## src/rtl/radix_prefixed_literal_parser_assert.svh

```systemverilog
// ----------------------------------------------------------------------------
// Assertion macros for the radix-prefixed literal parser
// Clocked on clk_i, quiet while rst_ni is low.
// ----------------------------------------------------------------------------
`ifndef RADIX_PREFIXED_LITERAL_PARSER_ASSERT_SVH
`define RADIX_PREFIXED_LITERAL_PARSER_ASSERT_SVH

// Consequent checked in the same cycle as the antecedent.
`define RPLP_ASSERT_SAME(label, ante, cons, msg) \
  label: assert property (@(posedge clk_i) disable iff (!rst_ni) (ante) |-> (cons)) \
    else $error(msg);

// Consequent checked in the cycle after the antecedent.
`define RPLP_ASSERT_NEXT(label, ante, cons, msg) \
  label: assert property (@(posedge clk_i) disable iff (!rst_ni) (ante) |=> (cons)) \
    else $error(msg);

`endif

```

## src/rtl/rplp_pkg.sv

```systemverilog
// ----------------------------------------------------------------------------
// rplp_pkg
// Types, codes and digit decode shared by the literal parser modules.
// ----------------------------------------------------------------------------
package rplp_pkg;

  // parser phase codes
  localparam logic [1:0] PH_SKIP   = 2'd0;
  localparam logic [1:0] PH_ZERO   = 2'd1;
  localparam logic [1:0] PH_DIGITS = 2'd2;
  localparam logic [1:0] PH_DONE   = 2'd3;

  typedef enum logic [1:0] {
    RX_DEC = 2'd0,
    RX_HEX = 2'd1,
    RX_OCT = 2'd2,
    RX_BIN = 2'd3
  } radix_e;

  localparam logic [4:0] DIGIT_NONE = 5'd16;

  typedef struct packed {
    logic [1:0]  phase;
    logic [63:0] acc;
    logic [7:0]  cnt;
    radix_e      radix;
    logic        us_ok;
  } rplp_state_t;

  localparam rplp_state_t STATE_RESET = '{
    phase: PH_SKIP, acc: 64'd0, cnt: 8'd0, radix: RX_DEC, us_ok: 1'b0
  };

  // Digit value of c in the given radix, DIGIT_NONE when it is no such digit.
  function automatic logic [4:0] digit_value(input logic [7:0] c, input radix_e r);
    logic [4:0] d;
    logic [4:0] lim;
    begin
      d = DIGIT_NONE;
      if (c >= 8'h30 && c <= 8'h39) begin
        d = 5'(c - 8'h30);
      end else if (c >= 8'h61 && c <= 8'h66) begin
        d = 5'(c - 8'h57);
      end else if (c >= 8'h41 && c <= 8'h46) begin
        d = 5'(c - 8'h37);
      end
      unique case (r)
        RX_HEX:  lim = 5'd16;
        RX_OCT:  lim = 5'd8;
        RX_BIN:  lim = 5'd2;
        default: lim = 5'd10;
      endcase
      if (d >= lim) begin
        d = DIGIT_NONE;
      end
      return d;
    end
  endfunction

endpackage

```

## src/rtl/rplp_step.sv

```systemverilog
// ----------------------------------------------------------------------------
// rplp_step
// Next-state logic of the parser for one character: phase, accumulator,
// count and radix, plus the flag that the character terminates the literal.
// ----------------------------------------------------------------------------
module rplp_step #(
  parameter logic [7:0] CountCap = 8'd255
) (
  input  rplp_pkg::rplp_state_t state_i,
  input  logic [7:0]            char_i,
  input  logic                  start_i,
  output rplp_pkg::rplp_state_t state_o,
  output logic                  emit_o
);
  import rplp_pkg::*;

  rplp_state_t s;
  logic [7:0]  cnt_inc;
  logic [4:0]  dig;
  logic [63:0] acc_next;
  logic        is_space;

  assign s        = start_i ? STATE_RESET : state_i;
  assign cnt_inc  = (s.cnt < CountCap) ? s.cnt + 8'd1 : s.cnt;
  assign dig      = digit_value(char_i, s.radix);
  assign is_space = (char_i == 8'h20) || (char_i >= 8'd9 && char_i <= 8'd13);

  always_comb begin
    unique case (s.radix)
      RX_HEX:  acc_next = {s.acc[59:0], 4'd0} + 64'(dig[3:0]);
      RX_OCT:  acc_next = {s.acc[60:0], 3'd0} + 64'(dig[3:0]);
      RX_BIN:  acc_next = {s.acc[62:0], 1'd0} + 64'(dig[3:0]);
      default: acc_next = {s.acc[60:0], 3'd0} + {s.acc[62:0], 1'd0} + 64'(dig[3:0]);
    endcase
  end

  always_comb begin
    state_o = s;
    emit_o  = 1'b0;
    unique case (s.phase)
      PH_SKIP: begin
        priority if (is_space) begin
          state_o.cnt = cnt_inc;
        end else if (char_i == 8'h25) begin
          state_o.cnt   = cnt_inc;
          state_o.radix = RX_BIN;
          state_o.us_ok = 1'b1;
          state_o.phase = PH_DIGITS;
        end else if (char_i == 8'h24) begin
          state_o.cnt   = cnt_inc;
          state_o.radix = RX_HEX;
          state_o.us_ok = 1'b1;
          state_o.phase = PH_DIGITS;
        end else if (char_i == 8'h30) begin
          state_o.cnt   = cnt_inc;
          state_o.radix = RX_OCT;
          state_o.phase = PH_ZERO;
        end else if (char_i >= 8'h31 && char_i <= 8'h39) begin
          state_o.cnt   = cnt_inc;
          state_o.acc   = 64'(char_i[3:0]);
          state_o.radix = RX_DEC;
          state_o.us_ok = 1'b0;
          state_o.phase = PH_DIGITS;
        end else begin
          state_o.radix = RX_DEC;
          state_o.phase = PH_DONE;
          emit_o        = 1'b1;
        end
      end
      PH_ZERO: begin
        priority if (char_i == 8'h78 || char_i == 8'h58) begin
          state_o.cnt   = cnt_inc;
          state_o.radix = RX_HEX;
          state_o.us_ok = 1'b1;
          state_o.phase = PH_DIGITS;
        end else if (char_i == 8'h6F || char_i == 8'h4F) begin
          state_o.cnt   = cnt_inc;
          state_o.radix = RX_OCT;
          state_o.us_ok = 1'b1;
          state_o.phase = PH_DIGITS;
        end else if (char_i == 8'h62 || char_i == 8'h42) begin
          state_o.cnt   = cnt_inc;
          state_o.radix = RX_BIN;
          state_o.us_ok = 1'b1;
          state_o.phase = PH_DIGITS;
        end else if (char_i >= 8'h30 && char_i <= 8'h37) begin
          state_o.cnt   = cnt_inc;
          state_o.acc   = 64'(char_i[2:0]);
          state_o.radix = RX_OCT;
          state_o.us_ok = 1'b0;
          state_o.phase = PH_DIGITS;
        end else begin
          state_o.phase = PH_DONE;
          emit_o        = 1'b1;
        end
      end
      PH_DIGITS: begin
        priority if (char_i == 8'h5F && s.us_ok) begin
          state_o.cnt = cnt_inc;
        end else if (dig != DIGIT_NONE) begin
          state_o.cnt = cnt_inc;
          state_o.acc = acc_next;
        end else begin
          state_o.phase = PH_DONE;
          emit_o        = 1'b1;
        end
      end
      default: begin
        // terminated: swallow characters until the next start
        state_o.phase = PH_DONE;
      end
    endcase
  end

endmodule

```

## src/rtl/radix_prefixed_literal_parser.sv

```systemverilog
// ----------------------------------------------------------------------------
// radix_prefixed_literal_parser
// Parses an unsigned 64-bit integer literal from a character stream.
// ----------------------------------------------------------------------------
// Usage: one ASCII character per slave transfer (tdata), tuser set on the
// first character of a new string to restart the parser. Leading whitespace
// is skipped; the prefix '%', 0b, '$', 0x, 0o or a bare 0 picks the radix.
// The first character that does not belong to the literal produces one
// master transfer: value and consumed count in tdata, radix kind in tuser.
// Later characters give nothing until a new string starts.
// Output: a terminating character is accepted into the input register and
// its result enters the result register once that register is free.
// Throughput: one character per cycle unless the result side stalls; the parser
// state is updated by a combinational next-state step between the registers.
// Reset: clears both registers and returns the parser to whitespace skip,
// so the first string needs no start flag.
// Stall: while a result waits, one more character is still taken into the
// input register; beyond that tready drops until the result is taken.
// ----------------------------------------------------------------------------
module radix_prefixed_literal_parser #(
  parameter int MAX_CHARS = 255
) (
  input  logic        clk_i,
  input  logic        rst_ni,
  input  logic        s_axis_tvalid,
  output logic        s_axis_tready,
  input  logic [7:0]  s_axis_tdata,   // [7:0] char_code
  input  logic        s_axis_tuser,   // [0] start_new
  output logic        m_axis_tvalid,
  input  logic        m_axis_tready,
  output logic [71:0] m_axis_tdata,   // [63:0] value, [71:64] consumed_count
  output logic [1:0]  m_axis_tuser    // [1:0] radix_kind
);
  import rplp_pkg::*;

  localparam logic [7:0] CountCap = (MAX_CHARS < 255) ? 8'(MAX_CHARS) : 8'd255;

  logic        in_valid_q;
  logic [7:0]  in_char_q;
  logic        in_start_q;
  logic        adv;
  logic        step;
  logic        emit;
  rplp_state_t st_q;
  rplp_state_t st_d;
  logic        out_valid_q;
  logic [63:0] out_value_q;
  logic [7:0]  out_count_q;
  logic [1:0]  out_radix_q;

  // advance the result register when it is empty or being drained
  assign adv           = !out_valid_q || m_axis_tready;
  assign step          = in_valid_q && adv;
  assign s_axis_tready = !in_valid_q || adv;

  always_ff @(posedge clk_i or negedge rst_ni) begin
    if (!rst_ni) begin
      in_valid_q <= 1'b0;
    end else if (s_axis_tvalid && s_axis_tready) begin
      in_valid_q <= 1'b1;
    end else if (adv) begin
      in_valid_q <= 1'b0;
    end
  end

  always_ff @(posedge clk_i) begin
    if (s_axis_tvalid && s_axis_tready) begin
      in_char_q  <= s_axis_tdata;
      in_start_q <= s_axis_tuser;
    end
  end

  rplp_step #(
    .CountCap(CountCap)
  ) u_step (
    .state_i(st_q),
    .char_i (in_char_q),
    .start_i(in_start_q),
    .state_o(st_d),
    .emit_o (emit)
  );

  always_ff @(posedge clk_i or negedge rst_ni) begin
    if (!rst_ni) begin
      st_q <= STATE_RESET;
    end else if (step) begin
      st_q <= st_d;
    end
  end

  always_ff @(posedge clk_i or negedge rst_ni) begin
    if (!rst_ni) begin
      out_valid_q <= 1'b0;
    end else if (adv) begin
      out_valid_q <= step && emit;
    end
  end

  always_ff @(posedge clk_i) begin
    if (step && emit) begin
      out_value_q <= st_d.acc;
      out_count_q <= st_d.cnt;
      out_radix_q <= st_d.radix;
    end
  end

  assign m_axis_tvalid = out_valid_q;
  assign m_axis_tdata  = {out_count_q, out_value_q};
  assign m_axis_tuser  = out_radix_q;

`include "radix_prefixed_literal_parser_assert.svh"

  `RPLP_ASSERT_NEXT(a_emit_done, step && emit, st_q.phase == PH_DONE, "parser not done after result")
  `RPLP_ASSERT_SAME(a_done_quiet, step && st_q.phase == PH_DONE && !in_start_q, !emit, "result after terminator")
  `RPLP_ASSERT_SAME(a_count_cap, 1'b1, st_q.cnt <= CountCap, "count above cap")
  `RPLP_ASSERT_SAME(a_out_src, $rose(m_axis_tvalid), $past(step && emit), "result without terminator")

endmodule

```

## config.mk

```make
export PLATFORM = sky130hd
export DESIGN_NAME = radix_prefixed_literal_parser
export DESIGN_NICKNAME = d
export VERILOG_FILES = /design/src/rtl/rplp_pkg.sv /design/src/rtl/rplp_step.sv /design/src/rtl/radix_prefixed_literal_parser.sv
export VERILOG_INCLUDE_DIRS = /design/src /design/src/rtl
export SDC_FILE = /design/constraint.sdc
export NUM_CORES = 1
export LEC_CHECK = 0
export BUFFER_PORTS_ARGS = -buffer_cell sky130_fd_sc_hd__buf_2
export CELL_PAD_IN_SITES_DETAIL_PLACEMENT = 1
export CELL_PAD_IN_SITES_GLOBAL_PLACEMENT = 1
export CORE_MARGIN = 1
export CORE_UTILIZATION = 35
export DETAILED_ROUTE_END_ITERATION = 10
export HOLD_SLACK_MARGIN = 0.08
export PLACE_DENSITY_LB_ADDON = 0.1
export SLEW_MARGIN = 20
export SYNTH_ARGS = -nofsm -noshare
export SYNTH_HDL_FRONTEND = slang
export SYNTH_SLANG_ARGS = --single-unit
```

## constraint.sdc

```tcl
create_clock -name clk_i -period 8.3 [get_ports clk_i]
set_clock_uncertainty 0.15 [all_clocks]
set_input_delay 0.415 -clock clk_i [delete_from_list [all_inputs] [get_ports clk_i]]
set_output_delay 0.415 -clock clk_i [all_outputs]
set_load 0.02 [all_outputs]
```

# Word-level counts from Yosys, hierarchy flattened
# Index checks and enable logic that the tools add are counted.
[totals]
word_cells = 126
mem_bits_ro = 0
ramBits = 0
latch_bits = 0
memories = 0
reg_bits = 162
[op_classes]
multipliers = 0
add_sub_neg = 9
shifts = 0
reduce_logical = 20
n_lt_le_gt_ge = 12
n_div = 0
mux = 56
eq_ne = 17
bitwise = 0
[ops]
columns = ["cell", "count"]
rows = [
  ["64-bit 2-to-1 mux", 6],
  ["64-bit by 4-bit adder with 64-bit output", 4],
  ["72-bit one-hot mux with 3 select lines", 1],
  ["64-bit one-hot mux with 3 select lines", 1],
  ["72-bit 2-to-1 mux", 2],
  ["66-bit 2-to-1 mux", 2],
  ["77-bit 2-to-1 mux", 1],
  ["75-bit 2-to-1 mux", 1],
  ["64-bit adder", 1],
  ["8-bit by 7-bit equality test with 1-bit output (second input constant)", 7],
  ["11-bit 2-to-1 mux", 5],
  ["8-bit by 6-bit equality test with 1-bit output (second input constant)", 4],
  ["8-bit 2-to-1 mux", 3],
  ["5-bit 2-to-1 mux", 4],
  ["1-bit 2-to-1 mux", 17],
  ["8-bit by 6-bit greater-or-equal comparator with 1-bit output (second input constant)", 2],
  ["8-bit by 7-bit greater-or-equal comparator with 1-bit output (second input constant)", 2],
  ["8-bit by 6-bit <= comparator with 1-bit output (second input constant)", 2],
  ["8-bit by 7-bit <= comparator with 1-bit output (second input constant)", 2],
  ["5-bit one-hot mux with 3 select lines", 1],
  ["5-bit subtractor (second input constant)", 3],
  ["2-bit 2-to-1 mux", 7],
  ["1-bit logical AND", 10],
  ["10-bit 2-to-1 mux", 1],
  ["16 further kinds", 25],
]

# Longest topological paths before layout
[logic_depth]
depth_word = 12
ltp_mapped = 28
ltp_nobuf = 25

# Modules after synthesis
# A second synthesis with hierarchy kept.
[unflattened]
hier_cells = 2053
hier_area_um2 = 17279.1
[by_module_without_submodules]
columns = ["module", "seq_area_each_um2", "n_inst", "area_per_inst_um2", "cells_each"]
rows = [
  ["rplp_step", 0.0, 1, 11706.2, 1797],
  ["radix_prefixed_literal_parser", 4469.3, 1, 5572.8, 256],
]

# Worst setup path before layout
# No wires, ideal clock.
[synth_timing]
path_kind = "flip-flop to flip-flop"
start = "register in_start_q"
end = "register out_radix_q[0] (netlist: m_axis_tuser[0]), enable pin"
path_buffers = 5
setup_slack_ns = 0.862
arrival_ns = 6.756
t_required_ns = 7.618
setup_time_ns = 0.532
path_stages_with_launch = 16
cell_sequence = "edfxtp_1 > buf_6 > buf_8 > inv_1 > clkbuf_1 > buf_1 > nand2_1 > ha_1 > clkbuf_1 > inv_1 > ha_1 > nand2_1 > a2111oi_0 > a211oi_2 > o32a_1 > a21oi_1"
[synth_via]
elab_chain_len = 10
elab_cells_between_ends = 16
[synth_lines]
columns = ["element", "line_no", "rtl"]
rows = [
  ["from (decl)", "radix_prefixed_literal_parser.sv:40", "logic in_start_q;"],
  ["from (signal assigned)", "radix_prefixed_literal_parser.sv:69", "in_start_q <= s_axis_tuser;"],
  ["77-bit 2-to-1 mux *", "rplp_step.sv:23", "assign s = start_i ? STATE_RESET : state_i;"],
  ["2-bit equality test or 2-bit by 1-bit equality test with 1-bit output (tied branches)", "rplp_pkg.sv:47", "unique case (r)"],
  ["5-bit one-hot mux with 3 select lines", "rplp_pkg.sv:47", ""],
  ["5-bit greater-or-equal comparator", "rplp_pkg.sv:53", "if (d >= lim) begin"],
  ["5-bit 2-to-1 mux", "rplp_pkg.sv:53", ""],
  ["5-bit inequality test", "rplp_step.sv:100", "end else if (dig != DIGIT_NONE) begin"],
  ["1-bit 2-to-1 mux", "rplp_step.sv:100", ""],
  ["1-bit 2-to-1 mux", "rplp_step.sv:98", "priority if (char_i == 8'h5F && s.us_ok) begin"],
  ["1-bit one-hot mux with 3 select lines *", "rplp_step.sv:40", "unique case (s.phase)"],
  ["1-bit logical AND *", "radix_prefixed_literal_parser.sv:100", "if (step && emit) begin"],
  ["to (signal assigned)", "radix_prefixed_literal_parser.sv:103", "out_radix_q <= st_d.radix;"],
  ["to (decl)", "radix_prefixed_literal_parser.sv:49", "logic [1:0] out_radix_q;"],
]
# Mark *: on every way between the ends. The rest lies on a longest branch, timed or not.
# A chain may end at the register's enable or synchronous reset.

==> metrics.cfg <==
[outcome]
status=completed

[timing]
finalSetupViolations=0
fin_crit_ns=7.82
fin_tns_setup_ns=0
timing.fmax_ghz=0.128
tightest_slew_ns=1.21
hold_violations=0
min_period_over_period_pct=94.2
drv_slew=0
relSlewSlack_pct=19.1
rsz0062_at_grt=no

[min_path]
hold_path.class=input pin to asynchronous set/reset pin

[clock_network]
clk_latency_ns=0.53
cts_setup_buffers=0
cts_tree=done
cts-root-buf=clkbuf_16
clkTransAtPathRegs_ns=0.08
cts_sinks=162
cts_buffer_depth=2
cts_made_buffers=17
htree_levels=4
ctsResizeCount=0

[global_routing]
grt_pass1_vias=16934
grt_max_degree=68
grt_overflow=0
grt_usage_pct=28.5
grt_pass1_wl_um=106000
antenna_found_initial=1

[setup_path]
critPathCaptureType=flip-flop
worst_path_max_delay_cell=a2111oi_1
reg2reg_setup_slack_ns=0.48
worstPathArrival_ns=8.07
crit_path_cell_trace=inv_1 -> ha_1 -> o21bai_1 -> a21oi_1 -> a22oi_1 -> ha_1 -> inv_1 -> a211oi_1 -> o21ai_0 -> and3_1 -> inv_1 -> fa_1 -> fa_1 -> nor2b_1 -> o2111ai_1 -> a211oi_1 -> o21ai_0 -> a2111oi_1 -> o21ai_1 -> o2bb2ai_1 -> o31a_1 -> and3_1 -> mux2_2
crit_fanout=11
path_common_cell=inv_1
critPathMaxStageDelay_ns=0.75
crit_path_start_kind=flip-flop
critPathRequiredTime_ns=8.56
crit_type=flip-flop to flip-flop
cp_num_buf_inv=3
cpLargestDelayFamily=compound AO/OA/AOI/OAI gates

[yosys]
synth_top_area_share_pct=14.8
synth_top_area_cell=edfxtp_1
synth-async-reset-ratio_pct=48.8
synth_flop_cell=edfxtp_1
synth_edf_count=83
ys_seq_elements=162
synthSimpleGateAreaFrac_pct=23.5
avgSynthCellArea_um2=8.04
synth.most_common_cell=nand2_1
synthTopCellsByArea=edfxtp_1 15%, dfrtp_1 12%, ha_1 11%
synth_mux_area_share_pct=1.90
synth_compound_area_share_pct=23.3
synth_area_um2=16800
synth_seq_area_share_pct=26.5
yosys.area_share.adder_pct=10.9
synth_cell_types=95
yosys-top-cells-count=297 x nand2_1, 147 x a21oi_1, 142 x ha_1
synth_xor_area_share_pct=8.32
syn_inst=2096
yosysWarnings=0
synth_nets=2254
synth_top_family_by_area=simple AND/OR/NAND/NOR gates

[floorplan]
ios=89
die_h_um=221
die_w_um=221
core_area_um2=47600
start_util_pct=35.4
num_rows=80
dieArea_um2=49000

[drt]
detail_route.wl_per_cell_um=25.6
initialDrtViolationCount=1426
drtPass1Iterations=8
viasPerCell=6.14
drc_errors=0
postRouteAntennaNets=0
routed_wl_um=69500
vias=16674

[layout]
fillers=5704
antenna_cells=0
drive_gt1_share_pct=10.6
syn_to_final_growth_pct=9.14
num-nets-final=2244
final_cells=2714

[flow_run]
cap_viol_max_count=0

[pwr]
ir_worst_vdd_mv=0.168
p_leak_nw=7.98
p_per_area_nw_per_um2=162

[place]
place_inst=2669
place.gp.congestion=0.918
port_buffers=88
dp_hpwl_um=51300

## final timing paths
kind                         startpoint        to  depth (start not counted)
max in group asynchronous        rst_ni  st_q[26]                          3
setup reg to reg           in_char_q[0]  st_q[59]                         23
setup / recovery           in_char_q[0]  st_q[59]                         23
hold / removal                   rst_ni  st_q[65]                          2
min in group clk_i             st_q[65]  st_q[65]                          2
hold reg to reg                st_q[65]  st_q[65]                          2
## metal layers
metal	wire length (um)	GRT usage [%]
met1	32000	38.7
met3	3560	4.34
met5	0	0
met2	31600	45.1
met4	2330	11.8
## kinds of logic after synthesis
logic type / count (synthesis)
XOR/XNOR: 160
flip-flops: 162
multiplexers: 29
AO/OA/AOI/OAI: 581
buffers and inverters: 226
adder cells (fa/ha/maj): 145
AND/OR/NAND/NOR: 793
## cell usage in the layout, fill, tap and decap left out, types with 25 or more instances in the layout
| master | instances |
|---|---|
| nand2_1 | 296 |
| a21oi_1 | 145 |
| ha_1 | 138 |
| nor2_1 | 125 |
| o21ai_0 | 113 |
| xnor2_1 | 100 |
| buf_2 | 87 |
| edfxtp_1 | 83 |
| dfrtp_1 | 79 |
| inv_1 | 63 |
| xor2_1 | 60 |
| nand4_1 | 57 |
| nor2b_1 | 51 |
| nand3_1 | 51 |
| a21o_1 | 46 |
| nor3_1 | 45 |
| a221oi_1 | 38 |
| buf_4 | 32 |
| and3_1 | 27 |
| nand2b_1 | 25 |
## metrics by stage
stage / hold slack (ns) / power (W) / cell area [um2] / utilization [%] / worst slack, ns
2_1_floorplan: -0.0306 / 0.00175 / 16800 / - / 0.862
3_3_place_gp: 0.300 / 0.00214 / 17700 / 37.1 / 0.819
3_5_place_dp: 0.307 / 0.00215 / 17700 / 37.1 / 0.588
4_1_cts: 0.276 / 0.00301 / 18400 / 38.6 / 0.535
5_1_grt: 0.347 / 0.00311 / 18400 / 38.6 / 0.0359
6_report: 0.278 / 0.00298 / 18400 / 38.6 / 0.481
## sequential cells by signal, indices dropped and copies added, names as in the netlist
signal and flops:
m_axis_tvalid 1, out_count_q 8, in_valid_q 1, st_q 77, m_axis_tuser 2, in_char_q 8
in_start_q 1, out_value_q 64
## final cells by class
cell class	count	area, um2	share of cell area (%)
tap	615	769	4.19
multi-input combinational	1708	11500	62.6
timing repair buffer	132	806	4.38
sequential	162	4470	24.3
clock inverter	15	166	0.905
clock buffer	17	425	2.31
inverter	65	244	1.33
## report_power, final
group | switching, W | internal (W) | leakage (nW) | total, W
Combinational | 0.000755 | 0.000273 | 5.80 | 0.00103
Sequential | 0.0000849 | 0.00102 | 1.88 | 0.00110
Clock | 0.000417 | 0.000426 | 0.289 | 0.000843
Total | 0.00126 | 0.00172 | 7.98 | 0.00298
## what timing repair did
action / in CTS / in global routing
hold endpoints to repair: 47 / 0
hold buffers: 13 / 0
endpoints found under the setup margin: 0 / 0
Note: power is estimated with default switching activity, not from simulation.
